## config.mk

```make
export PLATFORM = sky130hd
export DESIGN_NAME = radix_digit_converter_core_flat
export DESIGN_NICKNAME = d
export VERILOG_FILES = /design/src/rtl/core/rdc_pkg.sv /design/src/rtl/core/rdc_value_if.sv /design/src/rtl/core/rdc_digit_if.sv /design/src/rtl/core/radix_digit_converter_core.sv /design/src/flat_wrapper.sv
export SDC_FILE = /design/constraint.sdc
export NUM_CORES = 2
export LEC_CHECK = 0
export BUFFER_PORTS_ARGS = -buffer_cell sky130_fd_sc_hd__buf_2
export CAP_MARGIN = 0
export CORE_MARGIN = 4
export CORE_UTILIZATION = 30
export CTS_BUF_LIST = sky130_fd_sc_hd__clkbuf_4 sky130_fd_sc_hd__clkbuf_8
export DETAILED_ROUTE_END_ITERATION = 10
export PLACE_DENSITY = 0.48
export SKIP_LAST_GASP = 1
export SYNTH_ARGS = -nofsm -noshare
export SYNTH_HDL_FRONTEND = slang
export SYNTH_SLANG_ARGS = --single-unit
```

## constraint.sdc

```tcl
create_clock -name clk -period 7.9 [get_ports clk]
set_input_delay 0 -clock clk [delete_from_list [all_inputs] [get_ports clk]]
set_output_delay 0 -clock clk [all_outputs]
set_load 0.02 [all_outputs]
```

## src/rtl/core/rdc_pkg.sv

```systemverilog
// Package for the radix digit converter: widths, states and the reciprocal table.
package rdc_pkg;

    localparam int VALUE_W = 32;
    localparam int DIGIT_W = 4;
    localparam int RADIX_W = 4;

    localparam logic [RADIX_W-1:0] RADIX_MIN   = 4'd2;
    localparam logic [RADIX_W-1:0] RADIX_MAX   = 4'd9;
    localparam logic [RADIX_W-1:0] RADIX_RESET = 4'd2;

    typedef enum logic [1:0] {
        ST_IDLE,
        ST_MUL,
        ST_DIV,
        ST_EMIT
    } rdc_state_t;

    // ceil(2^32 / r). The quotient taken from the upper half of the product
    // is exact or one too large, and the remainder step corrects it.
    function automatic logic [VALUE_W-1:0] recip(input logic [RADIX_W-1:0] r);
        logic [VALUE_W-1:0] m;
        unique case (r)
            4'd2:    m = 32'd2147483648;
            4'd3:    m = 32'd1431655766;
            4'd4:    m = 32'd1073741824;
            4'd5:    m = 32'd858993460;
            4'd6:    m = 32'd715827883;
            4'd7:    m = 32'd613566757;
            4'd8:    m = 32'd536870912;
            4'd9:    m = 32'd477218589;
            default: m = 32'd2147483648;
        endcase
        return m;
    endfunction

endpackage

```

## src/rtl/core/rdc_value_if.sv

```systemverilog
// Valid/ready channel that carries one unsigned value to be converted.
interface rdc_value_if;
    import rdc_pkg::*;

    logic               valid;
    logic               ready;
    logic [VALUE_W-1:0] value;

    modport source (output valid, output value, input ready);
    modport sink   (input valid, input value, output ready);
endinterface

```

## src/rtl/core/rdc_digit_if.sv

```systemverilog
// Valid/ready channel that carries one digit and its last mark.
interface rdc_digit_if;
    import rdc_pkg::*;

    logic               valid;
    logic               ready;
    logic [DIGIT_W-1:0] digit;
    logic               last;

    modport source (output valid, output digit, output last, input ready);
    modport sink   (input valid, input digit, input last, output ready);
endinterface

```

## src/rtl/core/radix_digit_converter_core.sv

```systemverilog
// Radix digit converter: integer to base 2..9 digits, most significant first.
//
//   channel   | dir | payload             | handshake
//   ----------+-----+---------------------+-------------------
//   values    | in  | value[31:0]         | valid / ready
//   digits    | out | digit[3:0], last    | valid / ready
//   cfg       | in  | cfg_data[3:0]       | cfg_we, no wait
//
// A word is taken in ST_IDLE; for each digit, ST_MUL runs the shared reciprocal
// multiplier and ST_DIV the remainder step, then ST_EMIT pops one digit per handshake
// on digits. values.ready is high only when idle.
// Reset sets the radix to 2 and empties the stack. A stall on digits holds
// the top of the stack on the output until it is taken.
module radix_digit_converter_core #(
    parameter int MAX_DIGITS = 32
) (
    input  logic                   clk,
    input  logic                   rst_n,
    input  logic                   cfg_we,
    input  logic [rdc_pkg::RADIX_W-1:0] cfg_data,
    rdc_value_if.sink              values,
    rdc_digit_if.source            digits
);
    import rdc_pkg::*;

    localparam int DEPTH_W = $clog2(MAX_DIGITS + 1);

    rdc_state_t         state_reg, state_next;
    logic [RADIX_W-1:0] radix_reg;
    logic [VALUE_W-1:0] num_reg, num_next;
    logic [VALUE_W-1:0] qest_reg, qest_next;
    logic [DEPTH_W-1:0] depth_reg, depth_next;
    logic [DIGIT_W-1:0] stack_reg [MAX_DIGITS];
    logic [DIGIT_W-1:0] stack_next [MAX_DIGITS];

    logic [2*VALUE_W-1:0] prod;
    logic [VALUE_W+3:0]   qr;
    logic [VALUE_W+3:0]   diff;
    logic                 over;
    logic [VALUE_W-1:0]   quot;
    logic [DIGIT_W-1:0]   rem;
    logic                 push;
    logic                 pop;

    // Radix register, saturated into 2..9 on write.
    always_ff @(posedge clk or negedge rst_n)
    begin
        if (!rst_n)
        begin
            radix_reg <= RADIX_RESET;
        end
        else if (cfg_we)
        begin
            if (cfg_data < RADIX_MIN)
            begin
                radix_reg <= RADIX_MIN;
            end
            else if (cfg_data > RADIX_MAX)
            begin
                radix_reg <= RADIX_MAX;
            end
            else
            begin
                radix_reg <= cfg_data;
            end
        end
    end

    assign prod = {{VALUE_W{1'b0}}, num_reg} * {{VALUE_W{1'b0}}, recip(radix_reg)};
    assign qr   = (VALUE_W+4)'(qest_reg) * (VALUE_W+4)'(radix_reg);
    assign diff = (VALUE_W+4)'(num_reg) - qr;
    // A negative difference means the estimated quotient was one too large.
    assign over = diff[VALUE_W+3];
    assign quot = over ? (qest_reg - VALUE_W'(1)) : qest_reg;
    assign rem  = over ? (diff[DIGIT_W-1:0] + DIGIT_W'(radix_reg)) : diff[DIGIT_W-1:0];

    assign push = (state_reg == ST_DIV);
    assign pop  = (state_reg == ST_EMIT) && digits.ready;

    always_comb
    begin
        state_next = state_reg;
        num_next   = num_reg;
        qest_next  = qest_reg;
        depth_next = depth_reg;
        unique case (state_reg)
            ST_IDLE:
            begin
                if (values.valid)
                begin
                    num_next   = values.value;
                    depth_next = '0;
                    state_next = ST_MUL;
                end
            end
            ST_MUL:
            begin
                qest_next  = prod[2*VALUE_W-1:VALUE_W];
                state_next = ST_DIV;
            end
            ST_DIV:
            begin
                num_next   = quot;
                depth_next = depth_reg + DEPTH_W'(1);
                // A zero input still pushes its single 0 digit here.
                if ((quot == '0) || (depth_next == DEPTH_W'(MAX_DIGITS)))
                begin
                    state_next = ST_EMIT;
                end
                else
                begin
                    state_next = ST_MUL;
                end
            end
            ST_EMIT:
            begin
                if (digits.ready)
                begin
                    depth_next = depth_reg - DEPTH_W'(1);
                    if (depth_reg == DEPTH_W'(1))
                    begin
                        state_next = ST_IDLE;
                    end
                end
            end
            default:
            begin
                state_next = ST_IDLE;
            end
        endcase
    end

    // The stack is a shift line: a push enters at the top, a pop shifts back.
    always_comb
    begin
        for (int i = 0; i < MAX_DIGITS; i++)
        begin
            stack_next[i] = stack_reg[i];
        end
        if (push)
        begin
            stack_next[0] = rem;
            for (int i = 1; i < MAX_DIGITS; i++)
            begin
                stack_next[i] = stack_reg[i-1];
            end
        end
        else if (pop)
        begin
            for (int i = 0; i < MAX_DIGITS - 1; i++)
            begin
                stack_next[i] = stack_reg[i+1];
            end
        end
    end

    always_ff @(posedge clk or negedge rst_n)
    begin
        if (!rst_n)
        begin
            state_reg <= ST_IDLE;
            depth_reg <= '0;
        end
        else
        begin
            state_reg <= state_next;
            depth_reg <= depth_next;
        end
    end

    always_ff @(posedge clk)
    begin
        num_reg  <= num_next;
        qest_reg <= qest_next;
        for (int i = 0; i < MAX_DIGITS; i++)
        begin
            stack_reg[i] <= stack_next[i];
        end
    end

    assign values.ready = (state_reg == ST_IDLE);
    assign digits.valid = (state_reg == ST_EMIT);
    assign digits.digit = stack_reg[0];
    assign digits.last  = (depth_reg == DEPTH_W'(1));

    a_emit_nonempty: assert property (@(posedge clk) disable iff (!rst_n)
        digits.valid |-> (depth_reg != '0))
        else $error("digit shown with an empty stack");

    a_digit_range: assert property (@(posedge clk) disable iff (!rst_n)
        digits.valid |-> (digits.digit < radix_reg))
        else $error("digit not below the radix");

    a_rem_range: assert property (@(posedge clk) disable iff (!rst_n)
        push |-> (rem < radix_reg))
        else $error("remainder step left a remainder not below the radix");

    a_accept_starts: assert property (@(posedge clk) disable iff (!rst_n)
        (values.valid && values.ready) |=> (state_reg == ST_MUL) && (depth_reg == '0))
        else $error("accepted word did not start a conversion");

    a_pop_continues: assert property (@(posedge clk) disable iff (!rst_n)
        (digits.valid && digits.ready && !digits.last) |=> digits.valid)
        else $error("digits stopped before the last mark");

endmodule
```

## src/flat_wrapper.sv

```systemverilog
// flat-port wrapper written by rule: the top's interface ports become plain ports
module radix_digit_converter_core_flat import rdc_pkg::*;
#(
    parameter int MAX_DIGITS = 32
)
  (clk, rst_n, cfg_we, cfg_data, values_valid, values_value, values_ready, digits_valid, digits_digit, digits_last, digits_ready);
  rdc_value_if values_i ();
  rdc_digit_if digits_i ();
  input  logic clk;
  input  logic rst_n;
  input  logic cfg_we;
  input  logic [rdc_pkg::RADIX_W-1:0] cfg_data;
  input wire logic [$bits(values_i.valid)-1:0] values_valid;
  input wire logic [$bits(values_i.value)-1:0] values_value;
  output wire logic [$bits(values_i.ready)-1:0] values_ready;
  output wire logic [$bits(digits_i.valid)-1:0] digits_valid;
  output wire logic [$bits(digits_i.digit)-1:0] digits_digit;
  output wire logic [$bits(digits_i.last)-1:0] digits_last;
  input wire logic [$bits(digits_i.ready)-1:0] digits_ready;
  assign values_i.valid = values_valid;
  assign values_i.value = values_value;
  assign values_ready = values_i.ready;
  assign digits_valid = digits_i.valid;
  assign digits_digit = digits_i.digit;
  assign digits_last = digits_i.last;
  assign digits_i.ready = digits_ready;
  radix_digit_converter_core #(.MAX_DIGITS(MAX_DIGITS)) u_core (.clk(clk), .rst_n(rst_n), .cfg_we(cfg_we), .cfg_data(cfg_data), .values(values_i), .digits(digits_i));
endmodule
```

# --- Yosys cells after proc, flatten, opt, wreduce, memory -nomap -nowiden ---
# Memory sizes are Yosys's and may differ from the RTL's.
# Cells that the tools add are included.
totals:
  reg_bits: 76
  ram_bits: 128
  mem_bits_ro: 512
  input_bits: 41
  out_inout_bits: 7
  word_cells: 50
  memories: 2
memory_table:
  columns: ["name", "words", "word_bits", "rd", "rd_ports_with_merged_regs", "write_ports", "line", "source"]
  rows:
  - ["(no name shown)", 16, 32, 1, 0, 0, "rdc_pkg.sv:23", "unique case (r)"]
  - ["u_core.stack_reg", 32, 4, 32, 0, 32, "radix_digit_converter_core.sv:33", "logic [DIGIT_W-1:0] stack_reg [MAX_DIGITS];"]
op_classes:
  n_addsub: 5
  mul: 2
  n_lt_le_gt_ge: 2
  eq_ne: 8
  mux: 17
  n_reduce_logical: 9
ops:
  columns: ["cell", "count"]
  rows:
  - ["2-to-1 mux 124 bit", 2]
  - ["multiplier 32 x 32 -> 64 bit", 1]
  - ["2-to-1 mux 32 bit", 2]
  - ["one-hot mux 32 bit (2 select lines)", 1]
  - ["multiplier 32 x 4 -> 36 bit", 1]
  - ["subtractor 32 x 36 -> 36 bit", 1]
  - ["zero test 32 bit", 1]
  - ["subtractor 32 x 1 -> 32 bit (second input constant)", 1]
  - ["one-hot mux 6 bit (3 select lines)", 1]
  - ["2-to-1 mux 4 bit", 4]
  - ["2-to-1 mux 6 bit", 2]
  - ["2-to-1 mux 2 bit", 4]
  - ["one-hot mux 2 bit (4 select lines)", 1]
  - ["adder 6 x 1 -> 6 bit (second input constant)", 1]
  - ["equality test 6 x 1 -> 1 bit (second input constant)", 1]
  - ["equality test 6 bit (second input constant)", 1]
  - ["AND reduction 3 bit", 2]
  - ["subtractor 6 x 1 -> 6 bit (second input constant)", 1]
  - ["adder 4 bit", 1]
  - ["equality test 2 bit (second input constant)", 2]
  - ["> comparator 4 bit (second input constant)", 1]
  - ["< comparator 4 x 2 -> 1 bit (second input constant)", 1]
  - ["!= test 2 x 1 -> 1 bit (second input constant)", 2]
  - ["nonzero test 3 bit", 1]
  - ["other kinds (7)", 7]

# --- Longest topological paths before layout ---
logic_depth:
  depth_word: 7
  mapped_depth: 34
  mapped_depth_nobuf: 33

# --- Least setup slack after synthesis ---
# OpenSTA, ideal clock, no wires.
synth_timing:
  path_kind: "register to register"
  start: "register u_core.radix_reg[1]"
  end: "register u_core.qest_reg[27] (data pin)"
  setup_ps: 259
  arrival_ps: 8363
  required_ps: 7641
  path_slack_ps: -722
  stages_incl_launch_ff: 31
  path_cell_list: "dfstp_2 -> clkbuf_1 -> clkinv_1 -> ha_1 -> nand3_1 -> nand2_1 -> inv_1 -> nor2_1 -> clkbuf_1 -> and2_1 -> fa_1 -> inv_1 -> fa_1 -> fa_1 -> fa_1 -> inv_1 -> fa_1 -> fa_1 -> fa_1 -> inv_1 -> fa_1 -> inv_1 -> ha_1 -> and3_1 -> a2111oi_0 -> o2bb2ai_1 -> o21a_1 -> a21oi_1 -> o21ai_0 -> or3b_2 -> xor2_1"
synth_between:
  elab_chain_cells: 2
synth_lines:
  columns: ["item", "line", "source"]
  rows:
  - ["start: declaration", "radix_digit_converter_core.sv:29", "logic [RADIX_W-1:0] radix_reg;"]
  - ["start signal: assignment", "radix_digit_converter_core.sv:64", "radix_reg <= cfg_data;"]
  - ["memory read (16 x 32 bit)", null, null]
  - ["multiplier 32 x 32 -> 64 bit", "radix_digit_converter_core.sv:69", "assign prod = {{VALUE_W{1'b0}}, num_reg} * {{VALUE_W{1'b0}}, recip(radix_reg)};"]
  - ["net u_core.prod[59]", "radix_digit_converter_core.sv:36", "logic [2*VALUE_W-1:0] prod;"]
  - ["end signal: assignment", "radix_digit_converter_core.sv:174", "qest_reg <= qest_next;"]
  - ["end: declaration", "radix_digit_converter_core.sv:31", "logic [VALUE_W-1:0] qest_reg, qest_next;"]
# The timed path passes the listed nets, and every way through them passes these cells.
# A chain may end at the register's enable or synchronous reset.

# --- Final worst setup path ---
layout_timing:
  start: "register u_core.radix_reg[0]"
  end: "register u_core.qest_reg[20] (data pin)"
# The elaborated chain is that of the path after synthesis.

==> flow_summary.rst <==
.. list-table::
   :header-rows: 1

   * - Metric
     - Value
   * - Run status
     - finished with violations
   * - Failing checks
     - negative setup slack
   * - Type of element launching the critical path
     - register
   * - Number of nets in the synthesized netlist
     - 5,479
   * - Pre-CTS setup slack
     - -1440 ps
   * - First-pass GRT wire length
     - 216 mm
   * - Slew Limit Fails
     - 0
   * - DRC violations left
     - 0
   * - Sequential cell area fraction in the yosys report
     - 0.148
   * - Number of flops mapped to enable cells by yosys
     - 192
   * - Proportion of netlist area held by the largest area contributor
     - 0.423
   * - Sequential cell area in the final layout
     - 6070 um2
   * - Routed length per placed instance
     - 21.4 um
   * - Routed vias/inst
     - 4.71
   * - Slowest stage cell on the critical path
     - sky130_fd_sc_hd__fa_2
   * - Transition time at the pin with the least slew margin
     - 1110 ps
   * - Final setup violating endpoints
     - 26
   * - Final Critical Period
     - 8500 ps
   * - Count of synthesis-stage warnings from yosys
     - 0
   * - Clock Root Buffer
     - sky130_fd_sc_hd__clkbuf_8
   * - Clock tree from TritonCTS
     - yes
   * - Share of synthesized flip-flops with an asynchronous set or reset
     - 0.0588
   * - Worst slew margin
     - 0.261
   * - Launch instance of the worst min-delay path
     - values_value[29]
   * - Critical path's most frequent cell
     - sky130_fd_sc_hd__buf_12
   * - Vias in the first global route
     - 33,700
   * - Number of flip-flops in the largest register
     - 128
   * - H-Tree Level Count
     - 1
   * - Routability-driven placement congestion ratio
     - 0.937
   * - Layout area overhead
     - 23.7%
   * - Worst endpoint data arrival time
     - 8900 ps
   * - Crit path required time
     - 8300 ps
   * - All-layer global routing usage
     - 0.204
   * - Synth top cells by count
     - 922 x sky130_fd_sc_hd__inv_1, 866 x sky130_fd_sc_hd__fa_1, 725 x sky130_fd_sc_hd__nand2_1
   * - R2r startpoint
     - u_core.radix_reg[0]
   * - Clk slew on worst S/H paths
     - 80 ps
   * - Filler cell count in the final layout
     - 13,800
   * - Total placed cells including tap cells
     - 6,529
   * - Crit-path max FO
     - 12
   * - Drt initial violations
     - 1,922
   * - Sinks on the clock net
     - 204
   * - Count of cells along the worst hold path
     - 4
   * - Library cell occupying the most area in the post-synthesis netlist
     - sky130_fd_sc_hd__fa_1
   * - Minimum setup slack in the final design
     - -597 ps
   * - Floorplan die area
     - 142,000 um2
   * - DRT Wirelength
     - 143 mm
   * - Post-layout util
     - 0.374
   * - Layout Nets
     - 6,094
   * - Combined area of all synthesized cells
     - 41,000 um2
   * - Gr ovfl total
     - 0
   * - Fin Hold WS
     - 162 ps
   * - Flop2flop setup slack
     - -600 ps
   * - Row Count
     - 135
   * - Count of TritonRoute iterations in the first routing pass
     - 5
   * - CP endpoint kind
     - register
   * - Via count
     - 31,400
   * - Count of endpoints failing hold in the final timing report
     - 0
   * - Fraction of layout cells with a size suffix above 1
     - 0.209
   * - Reg-to-Reg End
     - u_core.qest_reg[20]
   * - Most numerous cell in the Yosys netlist
     - sky130_fd_sc_hd__inv_1
   * - Number of antenna violations at the first check in global routing
     - 5
   * - Count of port buffers added during placement
     - 47
   * - Number of antenna-violating nets in the routed design
     - 0
   * - Avg Inst Size Synth
     - 9.61 um2
   * - Terminating pin of the worst hold path
     - u_core.num_reg[29]
   * - Largest net degree at the start of global routing
     - 78
   * - Number of instances in the synthesized netlist
     - 4,263
   * - Class of the most critical hold timing path
     - in2reg
   * - Worst Skew
     - 38.3 ps
   * - Die Span X
     - 377 um
   * - Maximum clock insertion buffer count
     - 3
   * - Skew-Pair Late Insertion Delay
     - 640 ps
   * - Unrepaired setup endpoints after global routing
     - yes
   * - Number of standard cells in the layout, taps in and fillers out
     - 6,683
   * - Max incr delay on CP
     - 640 ps
   * - Maximum operating frequency
     - 0.118 GHz
   * - Final worst path period share
     - 1.08
   * - Critical path type
     - reg2reg
   * - Placeable core region
     - 135,000 um2
   * - Top Ports
     - 48
   * - Die height
     - 377 um
   * - Cells taking the most area after synthesis
     - sky130_fd_sc_hd__fa_1 42%, sky130_fd_sc_hd__edfxtp_1 14%, sky130_fd_sc_hd__ha_1 9.4%
   * - Post-DP HPWL
     - 120 mm
   * - Logic depth of the worst register-to-register path
     - 33
   * - Footprint of the multi-input gates
     - 31,800 um2
   * - Initial standard-cell utilization of the core
     - 0.302
   * - Number of clock buffers inserted by TritonCTS
     - 30
   * - Most instantiated flip-flop cell in the synthesis netlist
     - sky130_fd_sc_hd__edfxtp_1
   * - Distinct cell type count after synthesis
     - 88
   * - Startpoint of the worst setup timing path
     - u_core.radix_reg[0]
   * - FF+latch count, synth
     - 204
   * - Maximum Capacitance Violations
     - 0
per-layer routing:
metal	wire length [um]	up-vias	global-route usage	share of wire
met1	62200	16200	0.280	0.43
met4	4320	2	0.0509	0.030
met2	67900	865	0.342	0.47
met3	8560	186	0.0259	0.060
met5	11	-	0	0.000077
li1	-	14200	-	-
per-stage QoR:
step | instance area (um2) | setup TNS [ps]
2_1_floorplan | 41200 | -22.0
3_3_place_gp | 48100 | -28760
3_5_place_dp | 48100 | -28390
4_1_cts | 50200 | -8530
5_1_grt | 50700 | -16630
6_report | 50700 | -9480
placed cells by master (no fill, tap or decap), types with 52 or more instances in the layout:
master	instances
sky130_fd_sc_hd__buf_4	587
sky130_fd_sc_hd__fa_1	806
sky130_fd_sc_hd__fa_2	60
sky130_fd_sc_hd__nand2_1	705
sky130_fd_sc_hd__ha_1	282
sky130_fd_sc_hd__inv_1	899
sky130_fd_sc_hd__edfxtp_1	192
sky130_fd_sc_hd__nor2_1	91
sky130_fd_sc_hd__and2_1	326
sky130_fd_sc_hd__buf_12	57
sky130_fd_sc_hd__o21ai_0	92
sky130_fd_sc_hd__a21oi_1	52
final cells by class:
class | count | area share
clock inverters | 17 | 0.00210
repair buffers | 757 | 0.128
diodes | 2 | 0.0000988
inverters | 925 | 0.0690
well taps | 1781 | 0.0440
clock buffers | 37 | 0.00919
multi-input cells | 2960 | 0.627
flip-flops and latches | 204 | 0.120
worst max-delay path, delay by kind of cell (launching register included):
| kind | cells | cell delay (ps) |
|---|---|---|
| xor+xnor | 1 | 120 |
| compound gates | 6 | 1500 |
| fa+ha+maj | 10 | 4300 |
| simple gates | 4 | 500 |
| buf+inv | 12 | 1440 |
| flops | 1 | 400 |
repair_timing:
| item | CTS | global route |
|---|---|---|
| pin swaps | 137 | 72 |
| hold buffers | 43 | 0 |
| endpoints found under the hold margin | 52 | 0 |
| endpoints found under the setup margin | 32 | 32 |
| gates resized for setup | 200 | 69 |
| setup buffers | 43 | 11 |
| gates cloned | 1 | 1 |
how the worst max path moves through the flow:
stage,end,slack [ps],cells after the start
floorplan,u_core.qest_reg[23],-20,31
CTS,u_core.qest_reg[29],-540,32
finish,u_core.qest_reg[20],-600,33
global route,u_core.qest_reg[31],-800,31
global placement,u_core.qest_reg[23],-1430,28
detailed placement,u_core.qest_reg[23],-1440,27
logic make-up after synthesis:
family	share of synthesized area
simple gates	0.160
fa+ha+maj	0.518
buf+inv	0.103
compound gates	0.0557
flops	0.148
xor+xnor	0.0143
mux	0.00101
Power is left out: the tool's default activity adds up to more than one toggle a clock period on the data nets, which glitch-free logic cannot reach.
